--- config.mk ---
export PLATFORM = sky130hd
export DESIGN_NAME = gtm_front_flat
export DESIGN_NICKNAME = d
export VERILOG_FILES = /design/src/hw/rtl/fault_greens_to_moment_tensor_top_macros.svh /design/src/hw/rtl/gtm_pkg.sv /design/src/hw/rtl/gtm_ifs.sv /design/src/hw/rtl/gtm_front.sv /design/src/flat_wrapper.sv
export SDC_FILE = /design/constraint.sdc
export NUM_CORES = 1
export LEC_CHECK = 0
export BUFFER_PORTS_ARGS = -buffer_cell sky130_fd_sc_hd__buf_2
export CORE_AREA = 2 2 224 226
export DETAILED_ROUTE_END_ITERATION = 10
export DIE_AREA = 0 0 226 228
export GPL_TIMING_DRIVEN = 0
export MAX_ROUTING_LAYER = met4
export PLACE_DENSITY = 0.3
export RECOVER_POWER = 100
export SLEW_MARGIN = 0
export SYNTH_ARGS = -nofsm -noshare
export SYNTH_HDL_FRONTEND = slang
export SYNTH_SLANG_ARGS = --single-unit
export TNS_END_PERCENT = 1
--- constraint.sdc ---
create_clock -name clk -period 0.8 [get_ports clk]
set_input_delay 0.04 -clock clk [delete_from_list [all_inputs] [get_ports clk]]
set_output_delay 0.04 -clock clk [all_outputs]
set_load 0.02 [all_outputs]
--- src/hw/rtl/fault_greens_to_moment_tensor_top_macros.svh ---
// Assertion macros used by the Green's function rotator top level.
`ifndef FAULT_GREENS_TO_MOMENT_TENSOR_TOP_MACROS_SVH
`define FAULT_GREENS_TO_MOMENT_TENSOR_TOP_MACROS_SVH

// Same-cycle implication, quiet during reset.
`define GTM_ASSERT_NOW(label, clk, rst, pre, post, msg) \
  label: assert property (@(posedge clk) disable iff (rst) (pre) |-> (post)) \
    else $error(msg);

// Next-cycle implication, quiet during reset.
`define GTM_ASSERT_NEXT(label, clk, rst, pre, post, msg) \
  label: assert property (@(posedge clk) disable iff (rst) (pre) |=> (post)) \
    else $error(msg);

`endif

--- src/hw/rtl/gtm_pkg.sv ---
// Shared constants and types for the Green's function to moment tensor rotator.
`default_nettype none

package gtm_pkg;

  localparam int SAMPLE_WIDTH_DEF = 24;
  localparam int COEF_WIDTH_DEF   = 16;

  localparam int NUM_TRACES       = 10;
  localparam int QUEUE_DEPTH      = 2;
  localparam int CFG_INDEX_WIDTH  = 3;
  localparam int MODE_WIDTH       = 2;
  localparam int CHANNEL_WIDTH    = 2;

  // Reset value of the cosine registers, truncated to the coefficient width.
  localparam int COEF_ONE         = 32767;
  localparam logic [MODE_WIDTH-1:0] MODE_RESET = 2'd1;

  // Trace positions inside a packed sample, first field at the top.
  localparam int TR_RSS = 0;
  localparam int TR_RDS = 1;
  localparam int TR_RDD = 2;
  localparam int TR_REP = 3;
  localparam int TR_ZSS = 4;
  localparam int TR_ZDS = 5;
  localparam int TR_ZDD = 6;
  localparam int TR_ZEP = 7;
  localparam int TR_TSS = 8;
  localparam int TR_TDS = 9;

  typedef enum logic [CFG_INDEX_WIDTH-1:0] {
    REG_TENSOR_MODE        = 3'd0,
    REG_COS_AZIMUTH        = 3'd1,
    REG_SIN_AZIMUTH        = 3'd2,
    REG_COS_DOUBLE_AZIMUTH = 3'd3,
    REG_SIN_DOUBLE_AZIMUTH = 3'd4
  } cfg_reg_t;

  typedef enum logic [1:0] {
    MODE_ISO  = 2'd0,
    MODE_DEV  = 2'd1,
    MODE_FULL = 2'd2
  } mode_t;

  typedef enum logic [CHANNEL_WIDTH-1:0] {
    CH_RADIAL     = 2'd0,
    CH_VERTICAL   = 2'd1,
    CH_TRANSVERSE = 2'd2
  } ch_t;

endpackage

`default_nettype wire

--- src/hw/rtl/gtm_ifs.sv ---
// Sample and result stream interfaces of the rotator.
`default_nettype none

interface gtm_sample_if #(
  parameter int SAMPLE_WIDTH = gtm_pkg::SAMPLE_WIDTH_DEF
);
  logic                           valid;
  logic                           ready;
  logic signed [SAMPLE_WIDTH-1:0] radial_strike_slip;
  logic signed [SAMPLE_WIDTH-1:0] radial_dip_slip;
  logic signed [SAMPLE_WIDTH-1:0] radial_dip_45;
  logic signed [SAMPLE_WIDTH-1:0] radial_explosion;
  logic signed [SAMPLE_WIDTH-1:0] vertical_strike_slip;
  logic signed [SAMPLE_WIDTH-1:0] vertical_dip_slip;
  logic signed [SAMPLE_WIDTH-1:0] vertical_dip_45;
  logic signed [SAMPLE_WIDTH-1:0] vertical_explosion;
  logic signed [SAMPLE_WIDTH-1:0] transverse_strike_slip;
  logic signed [SAMPLE_WIDTH-1:0] transverse_dip_slip;

  modport source (
    output valid, radial_strike_slip, radial_dip_slip, radial_dip_45, radial_explosion,
           vertical_strike_slip, vertical_dip_slip, vertical_dip_45, vertical_explosion,
           transverse_strike_slip, transverse_dip_slip,
    input  ready
  );
  modport sink (
    input  valid, radial_strike_slip, radial_dip_slip, radial_dip_45, radial_explosion,
           vertical_strike_slip, vertical_dip_slip, vertical_dip_45, vertical_explosion,
           transverse_strike_slip, transverse_dip_slip,
    output ready
  );
endinterface


`default_nettype wire

--- src/hw/rtl/gtm_front.sv ---
// Front end: configuration registers, mode decode and sample intake.
`default_nettype none

module gtm_front #(
  parameter int SAMPLE_WIDTH = gtm_pkg::SAMPLE_WIDTH_DEF,
  parameter int COEF_WIDTH   = gtm_pkg::COEF_WIDTH_DEF
) (
  input  wire logic                                      clk,
  input  wire logic                                      rst,
  gtm_sample_if.sink                                     samples,
  input  wire logic                                      cfg_we,
  input  wire logic [gtm_pkg::CFG_INDEX_WIDTH-1:0]       cfg_index,
  input  wire logic [COEF_WIDTH-1:0]                     cfg_data,
  output gtm_pkg::mode_t                                 mode,
  output logic signed [COEF_WIDTH-1:0]                   cos_az,
  output logic signed [COEF_WIDTH-1:0]                   sin_az,
  output logic signed [COEF_WIDTH-1:0]                   cos_2az,
  output logic signed [COEF_WIDTH-1:0]                   sin_2az,
  output logic                                           push_valid,
  input  wire logic                                      push_ready,
  output logic [gtm_pkg::NUM_TRACES*SAMPLE_WIDTH-1:0]    push_data
);

  localparam logic [COEF_WIDTH-1:0] COEF_RESET = COEF_WIDTH'(gtm_pkg::COEF_ONE);

  logic [gtm_pkg::MODE_WIDTH-1:0] mode_reg;

  always_ff @(posedge clk) begin
    if (rst) begin
      mode_reg <= gtm_pkg::MODE_RESET;
      cos_az   <= COEF_RESET;
      sin_az   <= '0;
      cos_2az  <= COEF_RESET;
      sin_2az  <= '0;
    end else if (cfg_we) begin
      case (gtm_pkg::cfg_reg_t'(cfg_index))
        gtm_pkg::REG_TENSOR_MODE:        mode_reg <= cfg_data[gtm_pkg::MODE_WIDTH-1:0];
        gtm_pkg::REG_COS_AZIMUTH:        cos_az   <= cfg_data;
        gtm_pkg::REG_SIN_AZIMUTH:        sin_az   <= cfg_data;
        gtm_pkg::REG_COS_DOUBLE_AZIMUTH: cos_2az  <= cfg_data;
        gtm_pkg::REG_SIN_DOUBLE_AZIMUTH: sin_2az  <= cfg_data;
        default: ;
      endcase
    end
  end

  // Code 3 decodes as full: the high bit wins.
  always_comb begin
    if (mode_reg[1]) begin
      mode = gtm_pkg::MODE_FULL;
    end else if (mode_reg[0]) begin
      mode = gtm_pkg::MODE_DEV;
    end else begin
      mode = gtm_pkg::MODE_ISO;
    end
  end

  assign push_valid    = samples.valid;
  assign samples.ready = push_ready;
  assign push_data     = {samples.radial_strike_slip,     samples.radial_dip_slip,
                          samples.radial_dip_45,          samples.radial_explosion,
                          samples.vertical_strike_slip,   samples.vertical_dip_slip,
                          samples.vertical_dip_45,        samples.vertical_explosion,
                          samples.transverse_strike_slip, samples.transverse_dip_slip};

endmodule

`default_nettype wire

--- src/flat_wrapper.sv ---
// flat-port wrapper written by rule: the top's interface ports become plain ports
module gtm_front_flat 
#(
  parameter int SAMPLE_WIDTH = gtm_pkg::SAMPLE_WIDTH_DEF,
  parameter int COEF_WIDTH   = gtm_pkg::COEF_WIDTH_DEF
)
  (clk, rst, cfg_we, cfg_index, cfg_data, mode, cos_az, sin_az, cos_2az, sin_2az, push_valid, push_ready, push_data, samples_valid, samples_radial_strike_slip, samples_radial_dip_slip, samples_radial_dip_45, samples_radial_explosion, samples_vertical_strike_slip, samples_vertical_dip_slip, samples_vertical_dip_45, samples_vertical_explosion, samples_transverse_strike_slip, samples_transverse_dip_slip, samples_ready);
  gtm_sample_if #(.SAMPLE_WIDTH(SAMPLE_WIDTH)) samples_i ();
  input  wire logic clk;
  input  wire logic rst;
  input  wire logic cfg_we;
  input  wire logic [gtm_pkg::CFG_INDEX_WIDTH-1:0] cfg_index;
  input  wire logic [COEF_WIDTH-1:0] cfg_data;
  output gtm_pkg::mode_t mode;
  output logic signed [COEF_WIDTH-1:0] cos_az;
  output logic signed [COEF_WIDTH-1:0] sin_az;
  output logic signed [COEF_WIDTH-1:0] cos_2az;
  output logic signed [COEF_WIDTH-1:0] sin_2az;
  output logic push_valid;
  input  wire logic push_ready;
  output logic [gtm_pkg::NUM_TRACES*SAMPLE_WIDTH-1:0] push_data;
  input wire logic [$bits(samples_i.valid)-1:0] samples_valid;
  input wire logic [$bits(samples_i.radial_strike_slip)-1:0] samples_radial_strike_slip;
  input wire logic [$bits(samples_i.radial_dip_slip)-1:0] samples_radial_dip_slip;
  input wire logic [$bits(samples_i.radial_dip_45)-1:0] samples_radial_dip_45;
  input wire logic [$bits(samples_i.radial_explosion)-1:0] samples_radial_explosion;
  input wire logic [$bits(samples_i.vertical_strike_slip)-1:0] samples_vertical_strike_slip;
  input wire logic [$bits(samples_i.vertical_dip_slip)-1:0] samples_vertical_dip_slip;
  input wire logic [$bits(samples_i.vertical_dip_45)-1:0] samples_vertical_dip_45;
  input wire logic [$bits(samples_i.vertical_explosion)-1:0] samples_vertical_explosion;
  input wire logic [$bits(samples_i.transverse_strike_slip)-1:0] samples_transverse_strike_slip;
  input wire logic [$bits(samples_i.transverse_dip_slip)-1:0] samples_transverse_dip_slip;
  output wire logic [$bits(samples_i.ready)-1:0] samples_ready;
  assign samples_i.valid = samples_valid;
  assign samples_i.radial_strike_slip = samples_radial_strike_slip;
  assign samples_i.radial_dip_slip = samples_radial_dip_slip;
  assign samples_i.radial_dip_45 = samples_radial_dip_45;
  assign samples_i.radial_explosion = samples_radial_explosion;
  assign samples_i.vertical_strike_slip = samples_vertical_strike_slip;
  assign samples_i.vertical_dip_slip = samples_vertical_dip_slip;
  assign samples_i.vertical_dip_45 = samples_vertical_dip_45;
  assign samples_i.vertical_explosion = samples_vertical_explosion;
  assign samples_i.transverse_strike_slip = samples_transverse_strike_slip;
  assign samples_i.transverse_dip_slip = samples_transverse_dip_slip;
  assign samples_ready = samples_i.ready;
  gtm_front #(.SAMPLE_WIDTH(SAMPLE_WIDTH), .COEF_WIDTH(COEF_WIDTH)) u_core (.clk(clk), .rst(rst), .samples(samples_i), .cfg_we(cfg_we), .cfg_index(cfg_index), .cfg_data(cfg_data), .mode(mode), .cos_az(cos_az), .sin_az(sin_az), .cos_2az(cos_2az), .sin_2az(sin_2az), .push_valid(push_valid), .push_ready(push_ready), .push_data(push_data));
endmodule
Word level (Yosys, flattened, before mapping)
Index checks and enable logic that the tools add are counted. Widths: inputs -> output; s select.

Input bits: 264. Output and inout port bits: 308. Register bits: 66.

Reduce and logical (&&, ||, !) cells: 6. Equal/unequal tests: 4. Muxes and demuxes: 2.

Operator list (number): $reduce_and 2->1 (5); $eq 3x2->1 const B (2); $eq 3x1->1 const B (1); $eq 3x3->1 const B (1); $logic_not 3->1 (1); $mux 2 (1); $mux 1 (1).

Logic depth before layout (Yosys ltp)
Word-level depth: 2. Depth in mapped cells: 5. Gate-level depth less buffers: 2.

Least setup slack after synthesis
OpenSTA, ideal clock, no wires.

Path kind: input to register. Start point: in cfg_index[0] (netlist bit). End point: reg u_core.sin_2az[10]. Path buffers: 2. Stages on the path: 4. Library setup time: 0.072 ns. Data required time: 0.728 ns. Setup slack: -0.014 ns. Data arrival time: 0.742 ns. Cells stage by stage: and4bb_1 -> buf_6 -> buf_8 -> mux2i_1.

Cells in the longest elaborated chain, start to end: 2.

RTL lines: start, declared (RTL line flat_wrapper.sv:12) `input wire logic [gtm_pkg::CFG_INDEX_WIDTH-1:0] cfg_index;`; $eq 3x3->1 (RTL line gtm_front.sv:36) `case (gtm_pkg::cfg_reg_t'(cfg_index))`; $reduce_and 2->1 (no source line); end signal, assigned (RTL line gtm_front.sv:41) `gtm_pkg::REG_SIN_DOUBLE_AZIMUTH: sin_2az <= cfg_data;`; end, declared (RTL line gtm_front.sv:18) `output logic signed [COEF_WIDTH-1:0] sin_2az,`.

No other way between the ends. A chain may end at the register's enable or synchronous reset.

Worst setup path after layout
Start point: reg u_core.mode_reg[1] (netlist bit). End point: out mode[1].

Cells in the longest elaborated chain, start to end: 1.

RTL lines: start, declared (RTL line gtm_front.sv:26) `logic [gtm_pkg::MODE_WIDTH-1:0] mode_reg;`; start signal, assigned (RTL line gtm_front.sv:30) `mode_reg <= gtm_pkg::MODE_RESET;`; start signal, assigned (RTL line gtm_front.sv:37) `gtm_pkg::REG_TENSOR_MODE: mode_reg <= cfg_data[gtm_pkg::MODE_WIDTH-1:0];`; $mux 2 (RTL line gtm_front.sv:49) `if (mode_reg[1]) begin`; end, declared (RTL line flat_wrapper.sv:14) `output gtm_pkg::mode_t mode;`.

No other way between the ends.

==> impl_metrics.ini <==
[run_status]
status = finished, violations left
violations = negative setup slack

[worst_setup_path]
crit_fanout = 3
crit_type = reg -> out
r2r_setup_slack_ns = 0.08
cp-end-kind = output port
start_kind = flip-flop
cp.arrival_ns = 0.94
worstPathRequired_ns = 0.76

[timing]
slew_headroom_pct = 58.43
holdWs_ns = 0.02406
maxSlewViolCount = 0
layout_setup_ws_ns = -0.1751
setup_violations = 66
post-route-period-util_pct = 121.9
rsz0062_at_grt = yes
fmax_ghz = 1.026
hold_violations = 0
finalSetupTns_ns = -2.989
worst_slew_pin_slew_ns = 0.6149
period_minus_slack_ns = 0.9751
finalClockSkew_ns = 0

[drt]
vias = 4178
ant_nets = 0
drc = 0
drt_iter0_markers = 72
routed_wl_um = 22030
wl_per_cell_um = 14.44
first_pass_iters = 4
drt-vias-per-instance = 2.738

[global_route]
gr-total-overflow = 0
grt_use_total_pct = 8.254
first_global_vias = 4194
grt_antenna_before_repair = 6
grt_pass1_wl_um = 28740
grt_max_degree = 14

[floorplan]
start_util_pct = 9.087
chipHeight_um = 228
fp-row-count = 82
pin_count = 572
core_area_um2 = 49350
die-area_um2 = 51530
die_w_um = 226

[cells_and_area]
final_nets = 1109
syn2layout_area_growth_pct = 68.64
drive_gt1_share_pct = 50.47
num-fill-cells = 5710
utilization_pct = 15.32

[clock_network]
cts_sinks = 66
clk_latency_ns = 0.34
numCtsBuffers = 9
cts_tree = built
cts.clk_slew.worst_paths_ns = 0.06
clock_path_buffers = 2
ctsHtreeMaxLevel = 3
cts_root_buffer = clkbuf_16

[run]
drv_cap = 0

[synth]
ys_ff_latch = 66
synth_fp_nets = 761
ys_types = 14
avgSynthCellArea_um2 = 9.023
yosysSeqAreaShare_pct = 29.46
yosysWarnings = 0
synthesis.area_um2 = 4484
synthCells = 497

[pwr]
power.leakage_uw = 0.003391
pwr_density_cell_nw_per_um2 = 1369
ir_worst_vdd_v = 0.0006866

[placement]
place_congestion = 0.6943
io_buffers = 328
dpl_worst_slack_ns = -0.6741
dp_hpwl_um = 18440

[hold_path]
hold_path_class = in -> reg
[stage by stage]
stage | cells | total power [uW] | cell area, um2
floorplan | 497 | 5621 | 4484
global placement | 1497 | 6640 | 6967
detailed placement | 1497 | 6632 | 6967
CTS | 1522 | 10840 | 7831
global route | 1525 | 10930 | 7560
finish | 1526 | 10350 | 7562
[layout make-up]
type                            count  area [um2]  share of cell area, %
Buffer                            262        1964                  25.98
Timing Repair Buffer              337        1839                  24.32
Sequential cell                    66        1398                  18.48
Multi-Input combinational cell    169        1231                  16.28
Tap cell                          672       840.8                  11.12
Clock buffer                        9       225.2                  2.978
Clock inverter                      7       53.80                 0.7114
Antenna cell                        4       10.01                 0.1324
[metal layers]
metal	vias to the layer above	share of wire (%)	track usage, %
li1	2026	-	-
met2	277	54	15.57
met5	-	0	-
met4	0	1.0	1.987
met1	1857	35	8.067
met3	18	9.9	2.666
[logic make-up (layout without fill, tap and decap cells)]
group	count (synthesis)	count (layout)	synth area share, %
other cells	0	4	0
simple gates	103	103	12.28
mux	66	66	14.73
flops	66	66	29.46
buf+inv	262	615	43.53
[where the power goes]
group | internal, uW | total, uW | leakage [uW] | switching [uW]
clock network | 2120 | 3850 | 0.000128 | 1730
registers | 3370 | 3430 | 0.000535 | 53.2
logic | 1350 | 3070 | 0.00273 | 1720
[critical path: stages, from the launching register on]
cell     delay [ns]
dfxtp_2        0.34
buf_4          0.13
buf_6          0.12
[synthesized netlist by cell type]
| library cell | n | area (um2) |
|---|---|---|
| nand2b_1 | 51 | 319.1 |
| buf_2 | 6 | 30.03 |
| nor2b_1 | 1 | 6.260 |
| nor4b_1 | 1 | 8.760 |
| nor2_1 | 46 | 172.7 |
| and4bb_1 | 1 | 12.51 |
| nand4bb_1 | 2 | 22.52 |
| dfxtp_1 | 66 | 1321 |
| clkbuf_1 | 6 | 22.52 |
| buf_4 | 245 | 1839 |
| mux2i_1 | 66 | 660.6 |
| buf_6 | 4 | 45.04 |
| nand4b_1 | 1 | 8.760 |
| buf_8 | 1 | 15.01 |
[cell usage in the layout (no fill, tap or decap), types with 9 or more instances in the layout]
| cell | count |
|---|---|
| mux2i_1 | 66 |
| dfxtp_2 | 61 |
| buf_6 | 69 |
| clkbuf_1 | 243 |
| buf_4 | 247 |
| clkbuf_2 | 9 |
| nand2b_1 | 51 |
| buf_2 | 18 |
| nor2_1 | 43 |
| clkbuf_16 | 9 |
[path summary, 6_finish.rpt]
kind | start | endpoint | cells after the start
worst max-delay path | u_core.mode_reg[1]$_SDFFE_PP0P_ | mode[1] | 2
worst min-delay path | cfg_data[14] | u_core.sin_az[14]$_SDFFE_PP0P_ | 3
worst max register to register | u_core.mode_reg[0]$_SDFFE_PP1P_ | u_core.mode_reg[0]$_SDFFE_PP1P_ | 3
worst min register to register | u_core.sin_2az[3]$_SDFFE_PP0P_ | u_core.sin_2az[3]$_SDFFE_PP0P_ | 2
[what timing repair did]
item,CTS,global route
setup buffers,1,0
hold endpoints to repair,27,0
hold buffers,8,0
setup endpoints to repair,125,105
resized for setup,202,12
cloned,0,0
(Power assumes the default switching activity.)
