===== config.mk =====
export PLATFORM = sky130hd
export DESIGN_NAME = gtm_queue
export DESIGN_NICKNAME = d
export VERILOG_FILES = /design/src/hw/rtl/fault_greens_to_moment_tensor_top_macros.svh /design/src/hw/rtl/gtm_pkg.sv /design/src/hw/rtl/gtm_queue.sv
export SDC_FILE = /design/constraint.sdc
export NUM_CORES = 1
export LEC_CHECK = 0
export BUFFER_PORTS_ARGS = -buffer_cell sky130_fd_sc_hd__buf_2
export CAP_MARGIN = 5
export CORE_UTILIZATION = 35
export DETAILED_ROUTE_END_ITERATION = 10
export PLACE_DENSITY = 0.6
export SLEW_MARGIN = 20
export SYNTH_ARGS = -nofsm -noshare
export SYNTH_HDL_FRONTEND = slang
export SYNTH_SLANG_ARGS = --single-unit

===== constraint.sdc =====
create_clock -name clk -period 9.7 [get_ports clk]
set_input_delay 0.97 -clock clk [delete_from_list [all_inputs] [get_ports clk]]
set_output_delay 0.97 -clock clk [all_outputs]
set_load 0.05 [all_outputs]

===== src/hw/rtl/fault_greens_to_moment_tensor_top_macros.svh =====
// Assertion macros used by the Green's function rotator top level.
`ifndef FAULT_GREENS_TO_MOMENT_TENSOR_TOP_MACROS_SVH
`define FAULT_GREENS_TO_MOMENT_TENSOR_TOP_MACROS_SVH

// Same-cycle implication, quiet during reset.
`define GTM_ASSERT_NOW(label, clk, rst, pre, post, msg) \
  label: assert property (@(posedge clk) disable iff (rst) (pre) |-> (post)) \
    else $error(msg);

// Next-cycle implication, quiet during reset.
`define GTM_ASSERT_NEXT(label, clk, rst, pre, post, msg) \
  label: assert property (@(posedge clk) disable iff (rst) (pre) |=> (post)) \
    else $error(msg);

`endif


===== src/hw/rtl/gtm_pkg.sv =====
// Shared constants and types for the Green's function to moment tensor rotator.
`default_nettype none

package gtm_pkg;

  localparam int SAMPLE_WIDTH_DEF = 24;
  localparam int COEF_WIDTH_DEF   = 16;

  localparam int NUM_TRACES       = 10;
  localparam int QUEUE_DEPTH      = 2;
  localparam int CFG_INDEX_WIDTH  = 3;
  localparam int MODE_WIDTH       = 2;
  localparam int CHANNEL_WIDTH    = 2;

  // Reset value of the cosine registers, truncated to the coefficient width.
  localparam int COEF_ONE         = 32767;
  localparam logic [MODE_WIDTH-1:0] MODE_RESET = 2'd1;

  // Trace positions inside a packed sample, first field at the top.
  localparam int TR_RSS = 0;
  localparam int TR_RDS = 1;
  localparam int TR_RDD = 2;
  localparam int TR_REP = 3;
  localparam int TR_ZSS = 4;
  localparam int TR_ZDS = 5;
  localparam int TR_ZDD = 6;
  localparam int TR_ZEP = 7;
  localparam int TR_TSS = 8;
  localparam int TR_TDS = 9;

  typedef enum logic [CFG_INDEX_WIDTH-1:0] {
    REG_TENSOR_MODE        = 3'd0,
    REG_COS_AZIMUTH        = 3'd1,
    REG_SIN_AZIMUTH        = 3'd2,
    REG_COS_DOUBLE_AZIMUTH = 3'd3,
    REG_SIN_DOUBLE_AZIMUTH = 3'd4
  } cfg_reg_t;

  typedef enum logic [1:0] {
    MODE_ISO  = 2'd0,
    MODE_DEV  = 2'd1,
    MODE_FULL = 2'd2
  } mode_t;

  typedef enum logic [CHANNEL_WIDTH-1:0] {
    CH_RADIAL     = 2'd0,
    CH_VERTICAL   = 2'd1,
    CH_TRANSVERSE = 2'd2
  } ch_t;

endpackage

`default_nettype wire


===== src/hw/rtl/gtm_queue.sv =====
// Short sample queue between the front end and the rotation back end.
`default_nettype none

module gtm_queue #(
  parameter int WIDTH = gtm_pkg::NUM_TRACES * gtm_pkg::SAMPLE_WIDTH_DEF,
  parameter int DEPTH = gtm_pkg::QUEUE_DEPTH
) (
  input  wire logic             clk,
  input  wire logic             rst,
  input  wire logic             push_valid,
  output logic                  push_ready,
  input  wire logic [WIDTH-1:0] push_data,
  output logic                  pop_valid,
  input  wire logic             pop_ready,
  output logic [WIDTH-1:0]      pop_data
);

  localparam int PTR_W = (DEPTH > 1) ? $clog2(DEPTH) : 1;
  localparam int CNT_W = $clog2(DEPTH + 1);

  logic [WIDTH-1:0] mem [DEPTH];
  logic [PTR_W-1:0] wr_ptr;
  logic [PTR_W-1:0] rd_ptr;
  logic [CNT_W-1:0] count;
  logic [CNT_W-1:0] count_next;
  logic             push;
  logic             pop;

  assign push_ready = (count != CNT_W'(DEPTH));
  assign pop_valid  = (count != '0);
  assign push       = push_valid && push_ready;
  assign pop        = pop_valid && pop_ready;
  assign pop_data   = mem[rd_ptr];

  always_comb begin
    case ({push, pop})
      2'b10:   count_next = count + CNT_W'(1);
      2'b01:   count_next = count - CNT_W'(1);
      default: count_next = count;
    endcase
  end

  always_ff @(posedge clk) begin
    if (rst) begin
      wr_ptr <= '0;
      rd_ptr <= '0;
      count  <= '0;
    end else begin
      count <= count_next;
      if (push) begin
        wr_ptr <= (wr_ptr == PTR_W'(DEPTH - 1)) ? '0 : wr_ptr + PTR_W'(1);
      end
      if (pop) begin
        rd_ptr <= (rd_ptr == PTR_W'(DEPTH - 1)) ? '0 : rd_ptr + PTR_W'(1);
      end
    end
  end

  always_ff @(posedge clk) begin
    if (push) begin
      mem[wr_ptr] <= push_data;
    end
  end

endmodule

`default_nettype wire


Yosys cells after proc, flatten, opt, wreduce, memory -nomap -nowiden. Memory sizes are Yosys's and may differ from the RTL's. A register that Yosys moved wholly into a read port is not among the register bits. Index checks and enable logic that the tools add are counted.

Register bits after elaboration: 4. Bits in writable memories: 480. Input port bits: 244. Logic and storage cells: 22. Memories kept: 1.

$add $sub $neg: 4. Equality and inequality tests: 3. Muxes and demuxes: 7. Reductions and logical operators: 4.

Memories: mem (depth 2, width 240, read ports 1, clocked after memory_dff 1, write ports 1, RTL line gtm_queue.sv:21) `logic [WIDTH-1:0] mem [DEPTH];`.

Operators with widths (count): two-way mux 1 bit (6); case mux 2 bit (2 select lines) (1); nonzero test 2 bit (2); adder 1 bit, second input constant (2); adder 2 x 1 -> 2 bit, second input constant (1); equality test 2 x 1 -> 1 bit, second input constant (1); equality test 2 bit, second input constant (1); logical AND 1 bit (2); inequality test 2 bit, second input constant (1); subtractor 2 x 1 -> 2 bit, second input constant (1).

Logic depth before layout (Yosys ltp). Gate-level depths: netlist of run 1.

Depth after elaboration: 4. Depth in mapped cells: 6. Gate-level depth less buffers: 6.

Worst setup path after synthesis of run 1. Ideal clock, no wire load.

Kind: register -> register. Start point: reg count[0]. End point: mem mem[1][0] in the netlist's numbering, enable pin. Arrival: 6.543 ns. Slack: 2.525 ns. Cell stages (with the launch flop): 3. Path buffers: 0. Path through: dfxtp_1 nand2b_1 and3_1.

Word-level cells in the longest chain between the ends: 4.

RTL lines: from (decl) (RTL line gtm_queue.sv:24) `logic [CNT_W-1:0] count;`; from (signal assigned) (RTL line gtm_queue.sv:49) `count <= count_next;`; inequality test 2 bit (RTL line gtm_queue.sv:29) `assign push_ready = (count != CNT_W'(DEPTH));`; named net push_ready (RTL line gtm_queue.sv:11) `output logic push_ready,`; logical AND 1 bit (RTL line gtm_queue.sv:31) `assign push = push_valid && push_ready;`; two-way mux 1 bit (RTL line gtm_queue.sv:60) `if (push) begin`; two-way mux 1 bit (not written as such) (RTL line gtm_queue.sv:61) `mem[wr_ptr] <= push_data;`; to (decl) (RTL line gtm_queue.sv:21).

The timed path passes the listed nets, and every way through them passes these cells.

==> key figures, run 1 <==
Floorplan
  – Initial Util: 0.358
  – Core outline area: 49400 µm²
  – DIE WIDTH: approximately 230 µm
  – Chip height: 227 µm
  – IO Pins: 486
  – Die ar.: approximately 50000 µm²
  – Floorplan row count: slightly above 80

Final layout
  – NumNets Final: between 1500 and 2000
  – Fill cells: 4385
  – FF/Latch Area: between 10000 and 15000 µm²
  – Synthesis-to-finish area growth: 26.1%
  – Multi-input logic area: 2860 µm²
  – Commonest non-fill, non-tap cell in the layout: buf_2
  – Share of layout cells above drive strength 1: 0.597
  – Commonest cells after routing, fill and taps aside: buf_2 (485), edfxtp_1 (480), mux2_2 (220), clkbuf_16 (53), clkbuf_1 (14)

Worst setup path
  – Required @ worst endpoint: roughly 8.7 ns
  – Critical path's slowest cell: buf_4
  – Reg-to-Reg End: mem[1][130]
  – CP top delay family: buffers and inverters
  – Crit path cell chain: buf_4 -> mux2_2 -> buf_2
  – Worst Setup Start Kind: flip-flop
  – Cells on worst reg2reg path: 4
  – Worst path max stage delay: 0.78 ns
  – Critical Path End Type: primary output
  – Worst R2R Start: count[0]
  – R2r setup slk: 6.35 ns
  – Critical path peak fanout: 65
  – CP Class: reg -> out
  – Critical path depth: 3
  – Critical path arrival: 2.84 ns
  – Bufs and invs on worst path: 2

Global route
  – Total congestion overflow: 0
  – Total GRT Usage: 0.135
  – Initial antenna violation count: 9
  – Largest net degree at the start of global routing: 136
  – Vias in the first global route: roughly 9200
  – First-pass GRT wire length: roughly 52000 µm

Timing
  – Max Clock Freq: 262 MHz
  – Slew Limit Fails: 0
  – Rel. slew slack: 0.304
  – Final TNS setup: 0 ns
  – Fin crit share: 0.393
  – Max Clock Skew: 0.0131 ns
  – Final count of negative-setup-slack endpoints: 0
  – RSZ-0062 raised after global routing: false
  – Tmin final: approximately 3.8 ns
  – Final hold vios: 0
  – Measured slew at the worst slew-check pin: ~1.0 ns

Routing
  – DRC: 0
  – Via count: 8930
  – WL final: 36000 µm
  – DRT Pass-1 Iters: 6
  – Via-to-Cell Ratio: 4.47
  – WL/cell: 18.0 µm
  – Antenna viol nets, final: 0
  – Iter 0 DRT Violations: around 340

Clock tree
  – TritonCTS buffer count: 50
  – CTS Sinks: 485
  – Post-cts resize count: 0
  – CTS H-tree depth: 2
  – Latest clock arrival within the worst-skew pair: 0.56 ns
  – Setup Buffers After CTS: 0
  – Clk root buf: clkbuf_16
  – CTS tree: done
  – Max Root-Sink Buffers: 3
  – Clk pin slew, worst setup/hold paths: 0.06 ns
  – Hold_buf cts: 0

Logic synthesis
  – Synth cell types: 22
  – Simple-gate area share of the yosys netlist: 0.00269
  – Post-Synth Adder-Cell Area: 0.000709
  – Yosys reg bits: just under 500
  – Register area share after synthesis: 0.822
  – Post-synthesis mux area share: 0.155
  – Post-Syn Area per Cell: 22.9 µm²
  – Syn nets: 1016
  – Warning count from the yosys run: 0
  – Synth Area in XOR/XNOR: 0.00149
  – Post-synthesis compound-gate area fraction: 0.00184
  – Mapped Cells: ~770
  – Largest family of logic cells by synthesized area: multiplexers
  – Synthesized cell area: 17600 µm²

Hold path
  – Hold path cells: 2
  – Hold Crit Endpoint: count[1]
  – Hold Path Origin: count[1]
  – Hold Path Class: reg -> reg

Job
  – Max Cap Viol: 0

Place
  – DP HPWL: between 20000 and 25000 µm
  – Final Wtd Congestion: 0.745
  – Port bufs: just under 500

Pwr
  – Power Total: 0.00702 W
  – P_leak: 8.19 nW
  – Peak VDD IR: 277 µV
  – Power per cell area: 315 nW/µm²

Status
  – Status: complete, no violations
==> state kept, by name, indices dropped and copies added, names as in the netlist, named ones only <==
register	count
rd_ptr	1
wr_ptr	1
mem	480
count	2
==> metrics by stage <==
step | worst slack, ns | cells | utilization | area, µm² | hold slack [ns]
2_1_floorplan | 2.52 | 771 | - | 17600 | 0.474
3_3_place_gp | 5.83 | 1900 | 0.420 | 20700 | 0.495
3_5_place_dp | 5.85 | 1900 | 0.420 | 20700 | 0.511
4_1_cts | 5.79 | 1991 | 0.451 | 22200 | 0.518
5_1_grt | 5.69 | 1996 | 0.451 | 22300 | 0.543
6_report | 5.89 | 1996 | 0.451 | 22300 | 0.519
==> routing by layer <==
metal | vias to the layer above | part of all wire | track usage
met5 | - | 0.0016 | 0
met4 | 8 | 0.023 | 0.0445
met3 | 58 | 0.086 | 0.0521
met2 | 306 | 0.50 | 0.229
met1 | 4420 | 0.39 | 0.156
li1 | 4138 | - | -
==> cells in the mapped netlist <==
cell      instances  area share
or3_1             1     0.00035
nor2_1            3     0.00064
o21a_1            1     0.00043
mux2_2          220        0.14
o21ai_0           1     0.00028
a21oi_1           2     0.00057
edfxtp_1        480        0.82
ha_1              1     0.00071
buf_6            22       0.014
or2_2             1     0.00035
buf_2             5      0.0014
inv_1             1     0.00021
mux2_1           10      0.0064
xnor2_1           2     0.00099
xor2_1            1     0.00050
nand2_1           1     0.00021
and3_1            1     0.00035
nand3b_1          1     0.00043
a21bo_2           1     0.00057
dfxtp_1           5      0.0057
mux2_4           10      0.0085
nand2b_1          1     0.00035
==> worst max path at each step <==
stage	start	to	slack [ns]
after CTS	flip-flop	pop_data[151]	5.79
after global placement	push_valid	mem[1][123]	5.83
after floorplan	count[0]	mem[1][0]	2.52
after global routing	flip-flop	pop_data[151]	5.69
after detailed placement	push_valid	mem[1][123]	5.85
final	flip-flop	pop_data[151]	5.89
==> cells by family (layout without fill, tap and decap cells) <==
kind of cell,count (synthesis),in the layout
muxes,240,240
and+or+nand+nor,9,9
AOI/OAI and AO/OA,5,5
other,0,5
DFF,485,485
buffers and inverters,28,584
xor gates and xnor gates,3,3
adders and majority gates,1,1
==> worst register-to-register path, delay by kind of cell (launching register included) <==
family / cells / cell delay, ns
AND/OR/NAND/NOR: 2 / 0.79
buffers and inverters: 2 / 1.67
flip-flops: 1 / 0.40
==> area by class of cell <==
class	count	share of cell area
clock buffers	69	0.0632
inverters	1	0.000506
multi-input cells	258	0.129
repair buffers	492	0.112
flip-flops and latches	485	0.652
well taps	664	0.0373
clock inverters	22	0.00568
diodes	5	0.000562
==> where the power goes <==
group,switching (W),internal (W),total (W)
clock,0.000740,0.00103,0.00178
combinational,0.00185,0.000664,0.00252
sequential,0.0000817,0.00265,0.00273
No activity file was read; power rests on OpenSTA's default activity.
==> run 2: changes to the inputs <==
clock period = 3.55 ns   (was 9.7 ns; I/O delays follow)
==> key figures, run 2 (same netlist as run 1, synthesis figures left out) <==
Clock tree
  – Setup Buffers After CTS: 0
  – CTS Sinks: 485
  – Max Root-Sink Buffers: 3
  – CTS tree: done
  – CTS H-tree depth: 2
  – Clk root buf: clkbuf_16
  – Latest clock arrival within the worst-skew pair: 0.58 ns
  – Clk pin slew, worst setup/hold paths: 0.06 ns
  – Post-cts resize count: 0
  – Hold_buf cts: 240
  – TritonCTS buffer count: 50

Hold path
  – Hold Path Origin: push_valid
  – Hold Path Class: in -> reg

Timing
  – Tmin final: approximately 2.6 ns
  – Slew Limit Fails: 0
  – Final hold vios: 0
  – Fin crit share: 0.746
  – Max Clock Freq: 378 MHz
  – Max Clock Skew: 0.0222 ns
  – Final count of negative-setup-slack endpoints: 0
  – Final hold slack: ~0.12 ns
  – Final TNS setup: 0 ns
  – RSZ-0062 raised after global routing: false
  – Rel. slew slack: 0.391
  – Measured slew at the worst slew-check pin: 0.913 ns

Job
  – Max Cap Viol: 0

Pwr
  – P_leak: 9.29 nW
  – Net Switching: 0.00746 W
  – Peak VDD IR: 592 µV
  – Sw Share: 0.379
  – Gate power share: 0.371
  – Internal Power: around 0.012 W
  – Clock network power share: 0.253
  – Power Total: about 0.020 W
  – Sequential power share: 0.376
  – Power per cell area: 791 nW/µm²

Floorplan
  – Floorplan row count: 81
  – Core outline area: 49400 µm²
  – Die ar.: 51300 µm²
  – DIE WIDTH: between 200 and 250 µm
  – Initial Util: 0.358
  – IO Pins: approximately 490
  – Chip height: 227 µm

Place
  – DP HPWL: 25400 µm
  – Placed Cells: around 1900
  – Port bufs: between 400 and 500
  – Final Wtd Congestion: between 0.7 and 0.8

Final layout
  – Commonest cells after routing, fill and taps aside: buf_2 (485), edfxtp_1 (480), dlygate4sd3_1 (241), mux2_2 (220), clkbuf_16 (53)
  – Largest regs: mem: 480 flops, count: 2 flops
  – Max FFs per register: 480
  – Synthesis-to-finish area growth: 41.0%
  – NumNets Final: 1785
  – Top reg by flops: mem
  – Finished Layout Cells: 2241
  – Commonest non-fill, non-tap cell in the layout: buf_2
  – Share of layout cells above drive strength 1: 0.510

Routing
  – Via count: between 9000 and 10000
  – Iter 0 DRT Violations: 441
  – WL final: ~40000 µm
  – Antenna viol nets, final: 0
  – DRC: 0
  – DRT Pass-1 Iters: 4
  – WL/cell: 17.8 µm
  – Via-to-Cell Ratio: between 4 and 5

Global route
  – Total GRT Usage: 0.150
  – Total congestion overflow: 0
  – Initial antenna violation count: 5
  – Largest net degree at the start of global routing: 125
  – First-pass GRT wire length: 58700 µm
  – Vias in the first global route: 10605

Worst setup path
  – CP top delay family: buffers and inverters
  – Critical path arrival: 2.29 ns
  – Critical Path End: pop_data[210]
  – Crit path cell chain: buf_12 -> mux2_2 -> buf_2
  – Required @ worst endpoint: 3.19 ns
  – CP Class: reg -> out
  – R2r setup slk: 1.63 ns
  – Worst path max stage delay: ~0.43 ns
  – Critical path peak fanout: 124
  – Worst Setup Start Kind: flip-flop
  – Critical path depth: 3
  – Cells on worst reg2reg path: 4
  – Critical path's slowest cell: mux2_2
  – Bufs and invs on worst path: 2
  – Critical Path End Type: primary output
  – Worst R2R Start: count[0]
  – Reg-to-Reg End: mem[0][207]

Status
  – Status: complete, no violations
run 2: layout make-up:
type                    instances  area [µm²]
clock buffers                  72        1430
well taps                     664         831
clock inverters                15         123
repair buffers                744        5100
multi-input cells             258        2870
flip-flops and latches        485       14500
inverters                       1        7.51
diodes                          2        5.00
fillers                      4093       24500
run 2: power by group through the flow:
stage / sequential (W) / combinational [W] / clock, W
after floorplan: 0.00757 / 0.00562 / 0
after global placement: 0.00748 / 0.00711 / 0
after detailed placement: 0.00752 / 0.00712 / 0
after CTS: 0.00740 / 0.00737 / 0.00511
after global routing: 0.00746 / 0.00762 / 0.00532
final: 0.00740 / 0.00731 / 0.00497
run 2: worst min path at each step:
| stage | to | slack [ns] | cells after the start |
|---|---|---|---|
| CTS | mem[1][145] | 0.002 | 1 |
| global placement | rd_ptr | 0.50 | 2 |
| detailed placement | flip-flop | 0.50 | 2 |
| global route | wr_ptr | 0.10 | 3 |
| floorplan | count[0] | 0.42 | 1 |
| finish | wr_ptr | 0.12 | 3 |
run 2: stage by stage:
step	instance area [µm²]	setup slack (ns)	util
finish	24900	0.902	0.504
global route	24900	0.837	0.504
CTS	24900	0.917	0.504
detailed placement	20900	1.57	0.424
global placement	20900	1.56	0.424
floorplan	17700	-1.17	-
run 2: routing by layer:
layer  GRT usage  up-vias  routed length [µm]
met5           0        -                  33
met4      0.0495        4                 957
met3      0.0496       71                3060
met2       0.265      333               20800
met1       0.170     4926               15100
li1            -     4626                   -
run 2: worst min-delay path, stage by stage:
cell and delay, ns:
buf_2 0.11, a21bo_2 0.12, a21oi_1 0.05
==> run 3: changes to the inputs <==
ABC_AREA = 1   (was default)
PLACE_DENSITY = 0.62   (was 0.6)
clock period = 2.3 ns   (was 3.55 ns; I/O delays follow)
==> key figures, run 3 <==
Status
  – Status: complete, no violations

Pwr
  – Gate power share: 0.310
  – Net Switching: 0.00880 W
  – Internal Power: ~0.018 W
  – Peak VDD IR: 911 µV
  – Sequential power share: 0.414
  – P_leak: 10.2 nW
  – Power Total: 0.0267 W
  – Clock network power share: 0.276
  – Sw Share: 0.330
  – Power per cell area: 1030 nW/µm²

Routing
  – DRC: 0
  – DRT Pass-1 Iters: 4
  – WL final: about 40000 µm
  – Via count: 10065
  – Via-to-Cell Ratio: roughly 4.4
  – Iter 0 DRT Violations: 440
  – Antenna viol nets, final: 0
  – WL/cell: 17.6 µm

Final layout
  – Final core occ: 0.494
  – Share of layout cells above drive strength 1: 0.518
  – Finished Layout Cells: 2307
  – NumNets Final: 1827
  – Synthesis-to-finish area growth: 39.8%
  – Max FFs per register: 480
  – Largest regs: mem: 480 flops, count: 2 flops
  – Commonest cells after routing, fill and taps aside: buf_2 (485), edfxtp_1 (480), dlygate4sd3_1 (242), mux2_4 (200), clkbuf_16 (52)
  – Design Area, Final: approximately 26000 µm²
  – Fill cells: 4366
  – Top reg by flops: mem
  – Commonest non-fill, non-tap cell in the layout: buf_2

Clock tree
  – TritonCTS buffer count: 49
  – Clk root buf: clkbuf_16
  – CTS H-tree depth: 2
  – Clk pin slew, worst setup/hold paths: approximately 0.06 ns
  – Max Root-Sink Buffers: 3
  – CTS tree: done
  – Latest clock arrival within the worst-skew pair: 0.57 ns
  – CTS Sinks: 485

Logic synthesis
  – Fraction of registers with async set/reset: 0
  – Most frequent cell after synthesis: edfxtp_1
  – Mapped Cells: 785
  – Post-Syn Area per Cell: 23.7 µm²
  – Commonest cells post-synth: edfxtp_1 (480), mux2_4 (200), mux2_2 (40)
  – Top_reg_cell synth: edfxtp_1
  – Synth cell types: 14
  – Register area share after synthesis: 0.781
  – Leading area contributor after synthesis: edfxtp_1
  – Yosys reg bits: 485
  – Synth top area share: 0.776
  – Warning count from the yosys run: 0
  – EDFF count, synth: 480
  – Ranking of synthesized cells by area: edfxtp_1 (78%), mux2_4 (16%), mux2_2 (2.4%), buf_12 (2.4%), dfxtp_1 (0.54%)
  – Syn nets: ~1000
  – Synthesized cell area: 18600 µm²

Worst setup path
  – Worst Setup Start Kind: flip-flop
  – CP top delay family: buffers and inverters
  – Critical path peak fanout: 24
  – Critical path arrival: 1.99 ns
  – Worst path max stage delay: 0.42 ns
  – Critical path's slowest cell: dfxtp_4
  – Crit path cell chain: buf_12 -> buf_16 -> mux2_4 -> buf_2
  – CP Class: reg -> out
  – Bufs and invs on worst path: 3
  – Required @ worst endpoint: 2.07 ns
  – Critical Path End Type: primary output

Place
  – Port bufs: 485
  – DP Area: between 20000 and 25000 µm²
  – Final Wtd Congestion: a little under 0.8
  – Worst Setup Slack post-DPL: 0.558 ns
  – DP HPWL: 27500 µm
  – Placed Cells: 1971

Floorplan
  – Initial Util: 0.354
  – IO Pins: 486
  – Chip height: 232 µm
  – Core outline area: 52600 µm²
  – Floorplan row count: 84
  – DIE WIDTH: 232 µm
  – Die ar.: 54000 µm²

Timing
  – Max Clock Skew: 0.0178 ns
  – Rel. slew slack: 0.694
  – Final count of negative-setup-slack endpoints: 0
  – RSZ-0062 raised after global routing: false
  – Tmin final: 2.22 ns
  – Fin crit share: 0.964
  – Final WS setup: 0.0839 ns
  – Final hold vios: 0
  – Measured slew at the worst slew-check pin: 0.459 ns
  – Slew Limit Fails: 0
  – Max Clock Freq: 451 MHz

Global route
  – Total congestion overflow: 0
  – Initial antenna violation count: 4
  – Total GRT Usage: 0.145
  – Vias in the first global route: 10796
  – First-pass GRT wire length: 59900 µm
  – Largest net degree at the start of global routing: 54

Job
  – Max Cap Viol: 0

Hold path
  – Hold Path Class: in -> reg
## run 3: changes by cell type in the layout (fill, tap and decap cells not counted), sizes merged, moves of 7 or more
cell    previous run  this run
nor2               3        10
nand2              1         8
buf              503       530
inv                1         9
clkinv            11        18
clkbuf            72        65
## run 3: logic make-up after synthesis
group,count (synthesis),synth area share
and+or+nand+nor,19,0.00397
buffers and inverters,35,0.0270
adders and majority gates,1,0.000673
AOI/OAI and AO/OA,5,0.00135
muxes,240,0.186
DFF,485,0.781
## run 3: path summary, 6_finish.rpt
check                  from            end  slack [ns]  cells after the start
setup / recovery  flip-flop  pop_data[205]        0.08                      4
hold / removal    pop_ready         rd_ptr        0.07                      5
setup reg to reg   count[0]    mem[1][211]        0.62                      6
hold reg to reg      rd_ptr         rd_ptr        0.52                      2
## run 3: worst min-delay path, cell delays in order
cell and delay (ns):
buf_2 0.08, nand2_1 0.07, inv_1 0.08, nor2_1 0.05, nor2_1 0.09
## run 3: what timing repair did
action,4_1_cts,5_1_grt
hold endpoints to repair,484,0
buffers inserted,5,0
hold buffers,242,0
gates cloned,0,1
pin swaps,0,0
gates resized for setup,3,1
setup endpoints to repair,128,2
## run 3: final cells by class
cell class / instances / area, µm² / area share
clock inverter: 22 / 149 / 0.00573
sequential: 485 / 14500 / 0.559
antenna: 2 / 5.00 / 0.000193
clock buffer: 64 / 1330 / 0.0510
tap: 688 / 861 / 0.0332
multi-input combinational: 265 / 3610 / 0.139
inverter: 8 / 32.5 / 0.00125
timing repair buffer: 773 / 5460 / 0.210
## run 3: per-layer routing
metal,GRT usage,routed length (µm),vias up
met3,0.0434,2820,74
met1,0.165,15700,4943
li1,-,-,4717
met5,0,0,-
met2,0.254,20800,331
met4,0.0539,1210,0
## run 3: metrics by stage
stage          TNS (ns)  hold WS, ns
2_1_floorplan  -1086.25        0.329
3_3_place_gp          0        0.417
3_5_place_dp          0        0.421
4_1_cts               0       0.0268
5_1_grt               0       0.0696
6_report              0       0.0656
## run 3: power groups by stage
stage	Sequential, W	Clock (W)	Combinational [W]
global route	0.0111	0.00794	0.00863
CTS	0.0111	0.00761	0.00830
detailed placement	0.0112	0	0.00788
global placement	0.0112	0	0.00785
finish	0.0111	0.00738	0.00827
floorplan	0.0113	0	0.00640
